**src/design/sds_pkg.sv**
```systemverilog
// Shared types and constants for the SCAN disk scheduler.
// No dependencies; every other design file uses this package.
package sds_pkg;

	localparam int CYLINDERS    = 200;
	localparam int MAX_REQUESTS = 32;

	localparam int TRK_W   = 8;
	localparam int TOTAL_W = 9;
	localparam int IDX_W   = (MAX_REQUESTS > 1) ? $clog2(MAX_REQUESTS) : 1;
	localparam int COUNT_W = $clog2(MAX_REQUESTS + 1);

	localparam logic [TRK_W-1:0] END_HIGH =
		((CYLINDERS - 1) > 255) ? TRK_W'(255) : TRK_W'(CYLINDERS - 1);
	localparam logic [TRK_W-1:0] END_LOW = '0;

	localparam int CFG_ADDR_W = 1;
	localparam int CFG_DATA_W = 8;

	typedef enum logic [CFG_ADDR_W-1:0] {
		CFG_START_HEAD = 1'b0,
		CFG_SWEEP_DIR  = 1'b1
	} cfg_addr_t;

	typedef enum logic [2:0] {
		ST_IDLE,
		ST_SCAN,
		ST_WAIT,
		ST_RESOLVE,
		ST_FLUSH
	} state_t;

	typedef struct packed {
		logic [TRK_W-1:0]   track;
		logic [TRK_W-1:0]   move;
		logic [TOTAL_W-1:0] total;
		logic               last;
	} visit_t;

	function automatic logic [TRK_W-1:0] clamp_cyl(input logic [TRK_W-1:0] v);
		return (v > END_HIGH) ? END_HIGH : v;
	endfunction

endpackage

```
**src/design/sds_ifs.sv**
```systemverilog
// Handshake channels of the SCAN disk scheduler: requests, visits, config writes.
// Depends on sds_pkg for field widths.
interface sds_req_if;
	logic                          valid;
	logic                          ready;
	logic [sds_pkg::TRK_W-1:0]     request_track;
	logic                          request_last;

	modport source (output valid, request_track, request_last, input ready);
	modport sink   (input valid, request_track, request_last, output ready);
endinterface

interface sds_visit_if;
	logic                          valid;
	logic                          ready;
	logic [sds_pkg::TRK_W-1:0]     served_track;
	logic [sds_pkg::TRK_W-1:0]     move_distance;
	logic [sds_pkg::TOTAL_W-1:0]   seek_total;
	logic                          sequence_last;

	modport source (output valid, served_track, move_distance, seek_total, sequence_last,
		input ready);
	modport sink   (input valid, served_track, move_distance, seek_total, sequence_last,
		output ready);
endinterface

interface sds_cfg_if;
	logic                            valid;
	logic                            ready;
	logic [sds_pkg::CFG_ADDR_W-1:0]  addr;
	logic [sds_pkg::CFG_DATA_W-1:0]  data;

	modport source (output valid, addr, data, input ready);
	modport sink   (input valid, addr, data, output ready);
endinterface

```
**src/design/scan_disk_scheduler.sv**
```systemverilog
// SCAN (elevator) disk scheduler: request store, selection scan and visit output.
// Depends on sds_pkg and the channel interfaces in sds_ifs.sv.
//
// Usage:
//   request : one cylinder request per word; request_last closes the batch.
//             Requests are written into a 32-entry store, one per cycle.
//             Requests beyond the store depth are ignored, but their last mark
//             still starts the walk. Values above the top cylinder saturate.
//   visit   : SCAN service order, one word per visited cylinder including the
//             end cylinder of the first sweep; sequence_last marks the final one.
//   cfg     : start_head (addr 0) and sweep_toward_high (addr 1), always ready.
//             Write only while no batch is in flight.
// Walk: each visit comes from one pass over the stored requests through the
//   single read port of the store. A batch with V visits takes V + 1 passes
//   and then a flush step.
//   Request ready is low from the last word until the final visit is loaded
//   into the output register.
// One visit is held back in a lookahead register so that the last mark can be
//   set once the final pass finds nothing. A stalled receiver holds the output
//   register and the walk waits for it.
// Reset clears the count, the served bits, config and the output valid; the
//   store contents need no clearing since only written entries are read.
module scan_disk_scheduler (
	input  logic              clk,
	input  logic              arst_n,
	sds_req_if.sink           request,
	sds_visit_if.source       visit,
	sds_cfg_if.sink           cfg
);

	// Config registers
	logic [sds_pkg::TRK_W-1:0]   start_head_q;
	logic                        sweep_high_q;

	// Request store
	logic [sds_pkg::TRK_W-1:0]   mem_q [sds_pkg::MAX_REQUESTS];
	logic [sds_pkg::COUNT_W-1:0] count_q;
	logic [sds_pkg::MAX_REQUESTS-1:0] served_q;

	// Walk state
	sds_pkg::state_t             state_q, state_d;
	logic [sds_pkg::TRK_W-1:0]   start_q;
	logic                        dir_q;
	logic                        phase_q;
	logic [sds_pkg::TRK_W-1:0]   head_q;
	logic [sds_pkg::TOTAL_W-1:0] total_q;
	logic [sds_pkg::COUNT_W-1:0] rd_idx_q;

	// Read stage
	logic                        rd_v_s1;
	logic [sds_pkg::IDX_W-1:0]   rd_idx_s1;
	logic [sds_pkg::TRK_W-1:0]   rd_data_s1;

	// Best candidate of the current pass
	logic                        best_v_q;
	logic [sds_pkg::TRK_W-1:0]   best_val_q;
	logic [sds_pkg::IDX_W-1:0]   best_idx_q;

	// Lookahead and output registers
	logic                        pend_v_q;
	sds_pkg::visit_t             pend_q;
	logic                        out_v_q;
	sds_pkg::visit_t             out_q;
	sds_pkg::visit_t             push_word;

	logic                        req_acc;
	logic                        slot_free;
	logic                        side_high;
	logic                        cand;
	logic [sds_pkg::TRK_W-1:0]   cyl_sel;
	logic [sds_pkg::TRK_W-1:0]   move_dist;
	logic [sds_pkg::TOTAL_W-1:0] total_next;
	logic                        place;
	logic                        push;
	logic                        push_last;
	logic                        start_walk;

	assign req_acc   = request.valid && request.ready;
	assign slot_free = !out_v_q || visit.ready;
	assign side_high = dir_q ^ phase_q;
	assign cfg.ready = 1'b1;

	// Candidate test for the word coming out of the store
	always_comb begin
		cand = rd_v_s1 && !served_q[rd_idx_s1];
		if (side_high) begin
			cand = cand && (rd_data_s1 > start_q) && (!best_v_q || rd_data_s1 < best_val_q);
		end else begin
			cand = cand && (rd_data_s1 < start_q) && (!best_v_q || rd_data_s1 > best_val_q);
		end
	end

	// Next visit: the pass winner, or the sweep end once the first side is empty
	always_comb begin
		if (best_v_q) begin
			cyl_sel = best_val_q;
		end else if (dir_q) begin
			cyl_sel = sds_pkg::END_HIGH;
		end else begin
			cyl_sel = sds_pkg::END_LOW;
		end
		move_dist  = (cyl_sel > head_q) ? (cyl_sel - head_q) : (head_q - cyl_sel);
		total_next = total_q + {1'b0, move_dist};
	end

	// Word leaving the lookahead, with the last mark set on the final one
	always_comb begin
		push_word      = pend_q;
		push_word.last = push_last;
	end

	// Next state and handshake decisions
	always_comb begin
		state_d    = state_q;
		request.ready = 1'b0;
		place      = 1'b0;
		push       = 1'b0;
		push_last  = 1'b0;
		start_walk = 1'b0;
		case (state_q)
			sds_pkg::ST_IDLE: begin
				request.ready = 1'b1;
				if (req_acc && request.request_last) begin
					start_walk = 1'b1;
					state_d    = sds_pkg::ST_SCAN;
				end
			end
			sds_pkg::ST_SCAN: begin
				if (rd_idx_q + sds_pkg::COUNT_W'(1) == count_q) begin
					state_d = sds_pkg::ST_WAIT;
				end
			end
			sds_pkg::ST_WAIT: begin
				state_d = sds_pkg::ST_RESOLVE;
			end
			sds_pkg::ST_RESOLVE: begin
				if (best_v_q || !phase_q) begin
					if (!pend_v_q || slot_free) begin
						place   = 1'b1;
						push    = pend_v_q;
						state_d = sds_pkg::ST_SCAN;
					end
				end else begin
					state_d = sds_pkg::ST_FLUSH;
				end
			end
			sds_pkg::ST_FLUSH: begin
				if (slot_free) begin
					push      = 1'b1;
					push_last = 1'b1;
					state_d   = sds_pkg::ST_IDLE;
				end
			end
			default: begin
				state_d = sds_pkg::ST_IDLE;
			end
		endcase
	end

	always_ff @(posedge clk or negedge arst_n) begin
		if (!arst_n) begin
			state_q <= sds_pkg::ST_IDLE;
		end else begin
			state_q <= state_d;
		end
	end

	// Store write on accept, registered read for the scan
	always_ff @(posedge clk) begin
		if (req_acc && count_q < sds_pkg::COUNT_W'(sds_pkg::MAX_REQUESTS)) begin
			mem_q[count_q[sds_pkg::IDX_W-1:0]] <= sds_pkg::clamp_cyl(request.request_track);
		end
		rd_data_s1 <= mem_q[rd_idx_q[sds_pkg::IDX_W-1:0]];
		rd_idx_s1  <= rd_idx_q[sds_pkg::IDX_W-1:0];
	end

	// Config writes
	always_ff @(posedge clk or negedge arst_n) begin
		if (!arst_n) begin
			start_head_q <= '0;
			sweep_high_q <= 1'b0;
		end else if (cfg.valid && cfg.ready) begin
			case (cfg.addr)
				sds_pkg::CFG_START_HEAD: start_head_q <= cfg.data;
				sds_pkg::CFG_SWEEP_DIR:  sweep_high_q <= cfg.data[0];
				default: ;
			endcase
		end
	end

	// Walk control
	always_ff @(posedge clk or negedge arst_n) begin
		if (!arst_n) begin
			count_q  <= '0;
			served_q <= '0;
			rd_idx_q <= '0;
			rd_v_s1  <= 1'b0;
			best_v_q <= 1'b0;
			pend_v_q <= 1'b0;
			out_v_q  <= 1'b0;
			phase_q  <= 1'b0;
		end else begin
			rd_v_s1 <= (state_q == sds_pkg::ST_SCAN);

			// Count requests until the store fills
			if (req_acc && count_q < sds_pkg::COUNT_W'(sds_pkg::MAX_REQUESTS)) begin
				count_q <= count_q + sds_pkg::COUNT_W'(1);
			end

			if (state_q == sds_pkg::ST_SCAN) begin
				rd_idx_q <= rd_idx_q + sds_pkg::COUNT_W'(1);
			end
			if (cand) begin
				best_v_q <= 1'b1;
			end

			if (start_walk) begin
				rd_idx_q <= '0;
				best_v_q <= 1'b0;
				pend_v_q <= 1'b0;
				phase_q  <= 1'b0;
				served_q <= '0;
			end

			// Retire the pass winner (or turn to the second side) and restart the scan
			if (place) begin
				pend_v_q <= 1'b1;
				rd_idx_q <= '0;
				best_v_q <= 1'b0;
				if (best_v_q) begin
					served_q[best_idx_q] <= 1'b1;
				end else begin
					phase_q <= 1'b1;
				end
			end

			if (push) begin
				out_v_q <= 1'b1;
			end else if (visit.ready) begin
				out_v_q <= 1'b0;
			end

			// Drop the batch once the final visit leaves the lookahead
			if (push_last) begin
				count_q  <= '0;
				served_q <= '0;
				pend_v_q <= 1'b0;
			end
		end
	end

	// Walk payload
	always_ff @(posedge clk) begin
		if (cand) begin
			best_val_q <= rd_data_s1;
			best_idx_q <= rd_idx_s1;
		end
		if (start_walk) begin
			start_q <= sds_pkg::clamp_cyl(start_head_q);
			head_q  <= sds_pkg::clamp_cyl(start_head_q);
			dir_q   <= sweep_high_q;
			total_q <= '0;
		end
		if (place) begin
			pend_q.track <= cyl_sel;
			pend_q.move  <= move_dist;
			pend_q.total <= total_next;
			pend_q.last  <= 1'b0;
			head_q       <= cyl_sel;
			total_q      <= total_next;
		end
		if (push) begin
			out_q <= push_word;
		end
	end

	assign visit.valid         = out_v_q;
	assign visit.served_track  = out_q.track;
	assign visit.move_distance = out_q.move;
	assign visit.seek_total    = out_q.total;
	assign visit.sequence_last = out_q.last;

`ifndef SYNTHESIS
	a_busy_has_requests: assert property (@(posedge clk) disable iff (!arst_n)
		state_q != sds_pkg::ST_IDLE |-> count_q != '0)
		else $error("walk running over an empty store");

	a_winner_unserved: assert property (@(posedge clk) disable iff (!arst_n)
		(state_q == sds_pkg::ST_RESOLVE && best_v_q) |-> !served_q[best_idx_q])
		else $error("pass picked an already served request");

	a_total_covers_move: assert property (@(posedge clk) disable iff (!arst_n)
		out_v_q |-> (out_q.total >= sds_pkg::TOTAL_W'(out_q.move)))
		else $error("seek total below move distance");

	a_track_in_range: assert property (@(posedge clk) disable iff (!arst_n)
		out_v_q |-> out_q.track <= sds_pkg::END_HIGH)
		else $error("visited track beyond end cylinder");
`endif

endmodule
```
**src/flat_wrapper.sv**
```systemverilog
// flat-port wrapper written by rule: the top's interface ports become plain ports
module scan_disk_scheduler_flat 
  (clk, arst_n, request_valid, request_request_track, request_request_last, request_ready, visit_valid, visit_served_track, visit_move_distance, visit_seek_total, visit_sequence_last, visit_ready, cfg_valid, cfg_addr, cfg_data, cfg_ready);
  sds_req_if request_i ();
  sds_visit_if visit_i ();
  sds_cfg_if cfg_i ();
  input  logic clk;
  input  logic arst_n;
  input wire logic [$bits(request_i.valid)-1:0] request_valid;
  input wire logic [$bits(request_i.request_track)-1:0] request_request_track;
  input wire logic [$bits(request_i.request_last)-1:0] request_request_last;
  output wire logic [$bits(request_i.ready)-1:0] request_ready;
  output wire logic [$bits(visit_i.valid)-1:0] visit_valid;
  output wire logic [$bits(visit_i.served_track)-1:0] visit_served_track;
  output wire logic [$bits(visit_i.move_distance)-1:0] visit_move_distance;
  output wire logic [$bits(visit_i.seek_total)-1:0] visit_seek_total;
  output wire logic [$bits(visit_i.sequence_last)-1:0] visit_sequence_last;
  input wire logic [$bits(visit_i.ready)-1:0] visit_ready;
  input wire logic [$bits(cfg_i.valid)-1:0] cfg_valid;
  input wire logic [$bits(cfg_i.addr)-1:0] cfg_addr;
  input wire logic [$bits(cfg_i.data)-1:0] cfg_data;
  output wire logic [$bits(cfg_i.ready)-1:0] cfg_ready;
  assign request_i.valid = request_valid;
  assign request_i.request_track = request_request_track;
  assign request_i.request_last = request_request_last;
  assign request_ready = request_i.ready;
  assign visit_valid = visit_i.valid;
  assign visit_served_track = visit_i.served_track;
  assign visit_move_distance = visit_i.move_distance;
  assign visit_seek_total = visit_i.seek_total;
  assign visit_sequence_last = visit_i.sequence_last;
  assign visit_i.ready = visit_ready;
  assign cfg_i.valid = cfg_valid;
  assign cfg_i.addr = cfg_addr;
  assign cfg_i.data = cfg_data;
  assign cfg_ready = cfg_i.ready;
  scan_disk_scheduler u_core (.clk(clk), .arst_n(arst_n), .request(request_i), .visit(visit_i), .cfg(cfg_i));
endmodule
```
**config.mk**
```make
export PLATFORM = sky130hd
export DESIGN_NAME = scan_disk_scheduler_flat
export DESIGN_NICKNAME = d
export VERILOG_FILES = /design/src/design/sds_pkg.sv /design/src/design/sds_ifs.sv /design/src/design/scan_disk_scheduler.sv /design/src/flat_wrapper.sv
export SDC_FILE = /design/constraint.sdc
export NUM_CORES = 1
export LEC_CHECK = 0
export BUFFER_PORTS_ARGS = -buffer_cell sky130_fd_sc_hd__clkbuf_2
export CAP_MARGIN = 0
export CORE_AREA = 2 2 255 182
export DETAILED_ROUTE_END_ITERATION = 10
export DIE_AREA = 0 0 257 184
export RECOVER_POWER = 100
export SYNTH_ARGS = -nofsm -noshare
export SYNTH_HDL_FRONTEND = slang
export SYNTH_SLANG_ARGS = --single-unit
```
**constraint.sdc**
```tcl
create_clock -name clk -period 7.7 [get_ports clk]
set_input_delay 1.155 -clock clk [delete_from_list [all_inputs] [get_ports clk]]
set_output_delay 1.155 -clock clk [all_outputs]
set_load 0.005 [all_outputs]
```
**Word-level counts from Yosys, hierarchy flattened**

Memory sizes are Yosys's and may differ from the RTL's. A register that Yosys moved wholly into a read port is not among the register bits.
Cells that the tools add are included.

- RAM bits: 256
- Memories kept: 1
- Output and inout bits: 29
- Register bits after elaboration: 156

Memories:

| memory | depth | bits a word | read ports | clocked after memory_dff | wr ports | RTL line | text |
|---|---|---|---|---|---|---|---|
| u_core.mem_q | 32 | 8 | 1 | 1 | 1 | scan_disk_scheduler.sv:36 | `logic [sds_pkg::TRK_W-1:0] mem_q [sds_pkg::MAX_REQUESTS];` |

- Muxes and demuxes: 53
- $add $sub $neg: 5
- Bitwise gates (word level): 3
- Reduce and logical (&&, ||, !) cells: 29
- $lt $le $gt $ge: 11
- Equal/unequal tests: 9

Operators with widths:

| operator | number |
|---|---|
| $mux W32 | 4 |
| $mux W8 | 7 |
| $or A32 B32 Y32 | 1 |
| $mux W6 | 5 |
| $mux W1 | 26 |
| $gt A8 B8 Y1 | 3 |
| $mux W9 | 2 |
| $gt A8 B8 Y1 const B | 2 |
| $lt A8 B8 Y1 | 2 |
| $sub A8 B8 Y8 | 2 |
| $mux W3 | 5 |
| $pmux W3 S5 | 1 |
| $add A6 B1 Y6 const B | 2 |
| $lt A5 B6 Y1 const B | 2 |
| $add A9 B8 Y9 | 1 |
| $logic_and A1 B1 Y1 | 9 |
| $reduce_bool A3 Y1 | 3 |
| $eq A3 B2 Y1 const B | 2 |
| $eq A6 B6 Y1 | 1 |
| $lt A6 B6 Y1 const B | 1 |
| $ne A2 B1 Y1 const B | 3 |
| $reduce_bool A2 Y1 | 3 |
| $bmux W1 S5 | 1 |
| $demux W1 S5 | 1 |
| 12 further kinds | 21 |

**Longest topological paths before layout**

- Depth after elaboration: 11
- Depth in mapped cells: 17

**Least setup slack after synthesis**

No wires, ideal clock.

- Path type: register -> register
- From: register u_core.best_v_q
- To: register u_core.pend_q[8] in the netlist's numbering (data pin)
- Required time: 7,427 ps
- Cell stages (with the launch flop): 17
- Library setup time: 273 ps
- Path buffers: 1
- Data arrival time: 3,610 ps
- Setup slack: 3,817 ps
- Path through: dfrtp_1 clkbuf_1 a21oi_1 ha_1 inv_1 fa_1 nand3_1 a21o_1 a21oi_4 mux2_2 ha_1 a21o_1 a21oi_1 o21ai_0 a2111oi_0 nor3_1 xor2_1

- Word-level cells in the longest chain between the ends: 4
- Elaborated cells between the ends (all ways): 6
- Those cells by class: add/sub (3); order compare (1); mux (2)

Ends and longest elaborated chain:

| item | RTL line | text |
|---|---|---|
| start: declaration | scan_disk_scheduler.sv:55 | `logic best_v_q;` |
| start signal: assignment | scan_disk_scheduler.sv:198 | `best_v_q <= 1'b0;` |
| start signal: assignment | scan_disk_scheduler.sv:214 | `best_v_q <= 1'b1;` |
| start signal: assignment | scan_disk_scheduler.sv:219 | `best_v_q <= 1'b0;` |
| $mux W8 (*) | scan_disk_scheduler.sv:95 | `if (best_v_q) begin` |
| $sub A8 B8 Y8 / $gt A8 B8 Y1 (equally long branches) | scan_disk_scheduler.sv:102 | `move_dist = (cyl_sel > head_q) ? (cyl_sel - head_q) : (head_q - cyl_sel);` |
| $mux W8 (*) | scan_disk_scheduler.sv:102 |  |
| net u_core.move_dist, one bit | scan_disk_scheduler.sv:71 | `logic [sds_pkg::TRK_W-1:0] move_dist;` |
| $add A9 B8 Y9 (*) | scan_disk_scheduler.sv:103 | `total_next = total_q + {1'b0, move_dist};` |
| net u_core.total_next, one bit | scan_disk_scheduler.sv:72 | `logic [sds_pkg::TOTAL_W-1:0] total_next;` |
| end: declaration | scan_disk_scheduler.sv:61 | `sds_pkg::visit_t pend_q;` |

The timed path passes the listed nets; every way through them passes the cells marked *.
A chain may end at the register's enable or synchronous reset.

**Final worst setup path**

- From: register u_core.best_v_q
- To: register u_core.pend_q[9] in the netlist's numbering (data pin)

The elaborated chain is that of the path after synthesis.

==> key figures <==
Clock tree
  – # resized after CTS: 0
  – Clock sinks: 420
  – CTS tree: built
  – Clk Latency, worst-skew pair: 560 ps
  – Hold_buf cts: 0
  – Worst-path clk slew: 70 ps
  – Clock Path Buffers: 3
  – Buffer count from post-CTS setup fixing: 0
  – Cts bufs inserted: 42
  – H-tree depth: 2
  – CTS root buffer: clkbuf_16

Floorplan
  – Initial Util: 39.7%
  – Ports: 52
  – Die Ht: 184 um
  – Die X-Extent: 257 um
  – # rows: 65
  – Die area: 47300 um2
  – Core area: 44600 um2

Setup path
  – WP data required: 8010 ps
  – Crit path DAT: 5920 ps
  – Max FO, Critical Path: 16
  – R2R Path Start: u_core.best_v_q
  – Crit. Startpoint: u_core.best_v_q
  – Critical path class: flop to flop
  – Setup crit start kind: flop
  – CP endpoint kind: flop
  – Worst Reg-to-Reg Cells: 16

Run status
  – Status: finished, violations left
  – Failing checks: capacitance limit, slew limit

Routing
  – Drt drc: 0
  – Final wirelength: 38.5 mm
  – Via density per instance: 5.35
  – Via Count: 9805
  – Routed Antenna Nets: 0
  – Drt pass-1 iters: 5
  – Routed len/inst: 21.0 um
  – Drt initial violations: 954

Final layout
  – Fill cells: 3915
  – Ant diodes: 0
  – Final Net Count: 1266
  – Multi-input logic area: 5110 um2
  – Layout cell share with drive strength beyond 1: 14.2%
  – Reg area: 12200 um2
  – Syn-to-layout area delta: 12.6%

Power and ir drop
  – Pwr Total: 7820 uW
  – Peak supply drop: 0.000233 V
  – PwrDens: 392 nW/um2
  – LEAKAGE: 0.00709 uW

Placed design
  – DP HPWL: 24.8 mm
  – Gpl congestion: 0.806
  – Post-placement setup slack: 2810 ps
  – Port bufs: 50

Timing
  – Achievable clock frequency: 178 MHz
  – Worst Tran Pin Value: 3590 ps
  – RSZ-0062 raised after global routing: false
  – Final Max Slew Viols: 527
  – Total Neg Setup Slack: 0 ps
  – Final worst-path cycle share: 73.0%
  – Clk_skew: 30.6 ps
  – Final hold vios: 0
  – Finish-stage setup viols: 0
  – Final WS setup: 2080 ps
  – Rel. slew slack: -139%
  – Crit path time final: 5620 ps

Yosys
  – Post-synth top area share: 58.7%
  – Post-synth EDFFs: 346
  – Top-count cell post-synth: edfxtp_1
  – Register area share after synthesis: 68.8%
  – Synth Warn #: 0
  – Ys flop type: edfxtp_1
  – Synthesized cell area: 17700 um2
  – Synth Register Bits: 420
  – Syn nets: 1207
  – Post-synth cell types: 55
  – FFs w/ async S/R, synth: 14.5%
  – Top post-synthesis cells by count: edfxtp_1, nor2_1, mux2i_1
  – Post-synth top area cell: edfxtp_1
  – Ranking of synthesized cells by area: edfxtp_1, dfrtp_1, mux4_2
  – Syn_area_per_cell: 15.6 um2
  – Cell count after synthesis: 1137

Global route
  – Global Route Usage Sum: 16.5%
  – Vias in the first global route: 9734
  – Initial antenna violation count: 0
  – Gr ovfl total: 0
  – Global-route wire length before repair: 59.6 mm
  – Largest net degree at the start of global routing: 62

Job
  – Max cap viols: 15

Worst hold path
  – HP Start: u_core.pend_q[4]
  – Hold Path Stages: 0
  – Hold Crit Class: flop to flop
==> routing by layer <==
layer / global-route usage (%) / part of all wire, % / up-vias / wire length, um
met4: 3.84 / 1.7 / 0 / 663
met5: 0 / 0 / - / 0
met2: 23.4 / 42 / 304 / 16000
li1: - / - / 4473 / -
met1: 25.7 / 49 / 4978 / 18800
met3: 3.56 / 7.9 / 50 / 3050
==> cell families (layout without fill, tap and decap cells) <==
family | count (synthesis) | after routing | share of synthesized area (%)
buffers and inverters | 100 | 193 | 2.30
AO/OA/AOI/OAI | 163 | 163 | 6.49
other | 1 | 1 | 0.0212
multiplexers | 130 | 130 | 11.0
flip-flops | 420 | 420 | 68.8
adder cells (fa/ha/maj) | 47 | 47 | 3.45
AND/OR/NAND/NOR | 250 | 250 | 6.70
XOR/XNOR | 26 | 26 | 1.29
==> path summary, 6_finish.rpt <==
path	endpoint	slack, ps
setup reg to reg	u_core.pend_q[9]	2080
hold / removal	u_core.visit.seek_total[3]	420
setup / recovery	u_core.pend_q[9]	2080
min in group asynchronous	u_core.served_q[6]	1920
hold reg to reg	u_core.visit.seek_total[3]	420
max in group asynchronous	u_core.rd_idx_q[1]	3480
==> final cells by class <==
type                       count  area share [%]
sequential                   420            61.1
multi-input combinational    617            25.7
clock buffer                  59            6.34
timing repair buffer          68            1.50
tap                          603            3.78
inverter                      47           0.885
clock inverter                19           0.766
==> placed cells by master (no fill, tap or decap), drive strengths merged, types with 5 or more instances in the layout <==
cell / n
edfxtp: 346
clkbuf: 124
nor2: 92
mux2i: 64
nand2: 61
dfrtp: 61
mux4: 50
inv: 47
ha: 44
a21oi: 39
o221ai: 34
a22oi: 25
o21ai: 22
clkinv: 19
mux2: 16
xnor2: 15
nand2b: 15
nor2b: 14
dfxtp: 13
and2: 12
nor3: 11
xor2: 11
nand4: 10
nand3: 9
nand3b: 7
a21o: 7
o21a: 6
nor3b: 5
o311ai: 5
o22ai: 5
==> flip-flops by register name, summed over array words and instances, names as in the netlist, 9 cells and up <==
name                     count
u_core.mem_q               256
u_core.served_q             32
u_core.pend_q               25
u_core.total_q               9
u_core.visit.seek_total      9
==> critical path, stage by stage, from the launching register on <==
cell	delay [ps]
dfrtp_1	580
nor2b_1	390
a21oi_1	150
ha_1	270
inv_1	70
fa_1	190
nand3_1	100
a21o_1	180
a21oi_1	790
mux2i_1	290
and4_1	250
a2111oi_0	960
ha_1	430
or3_1	340
o21ai_0	120
a21oi_1	110
xor2_1	160
==> per-stage QoR <==
| step | utilization [%] | area, um2 | cells | hold slack, ps |
|---|---|---|---|---|
| 2_1_floorplan | - | 17700 | 1137 | 345 |
| 3_3_place_gp | 41.7 | 18600 | 1755 | 404 |
| 3_5_place_dp | 41.7 | 18600 | 1755 | 405 |
| 4_1_cts | 44.9 | 20000 | 1833 | 418 |
| 5_1_grt | 44.7 | 19900 | 1833 | 421 |
| 6_report | 44.7 | 19900 | 1833 | 418 |
==> where the power goes <==
group,internal (uW),leakage (uW),switching (uW),total [uW]
combinational,1100,0.00234,1580,2680
clock,1160,0.000706,880,2040
sequential,2850,0.00404,250,3100
No activity file was read; power rests on OpenSTA's default activity.
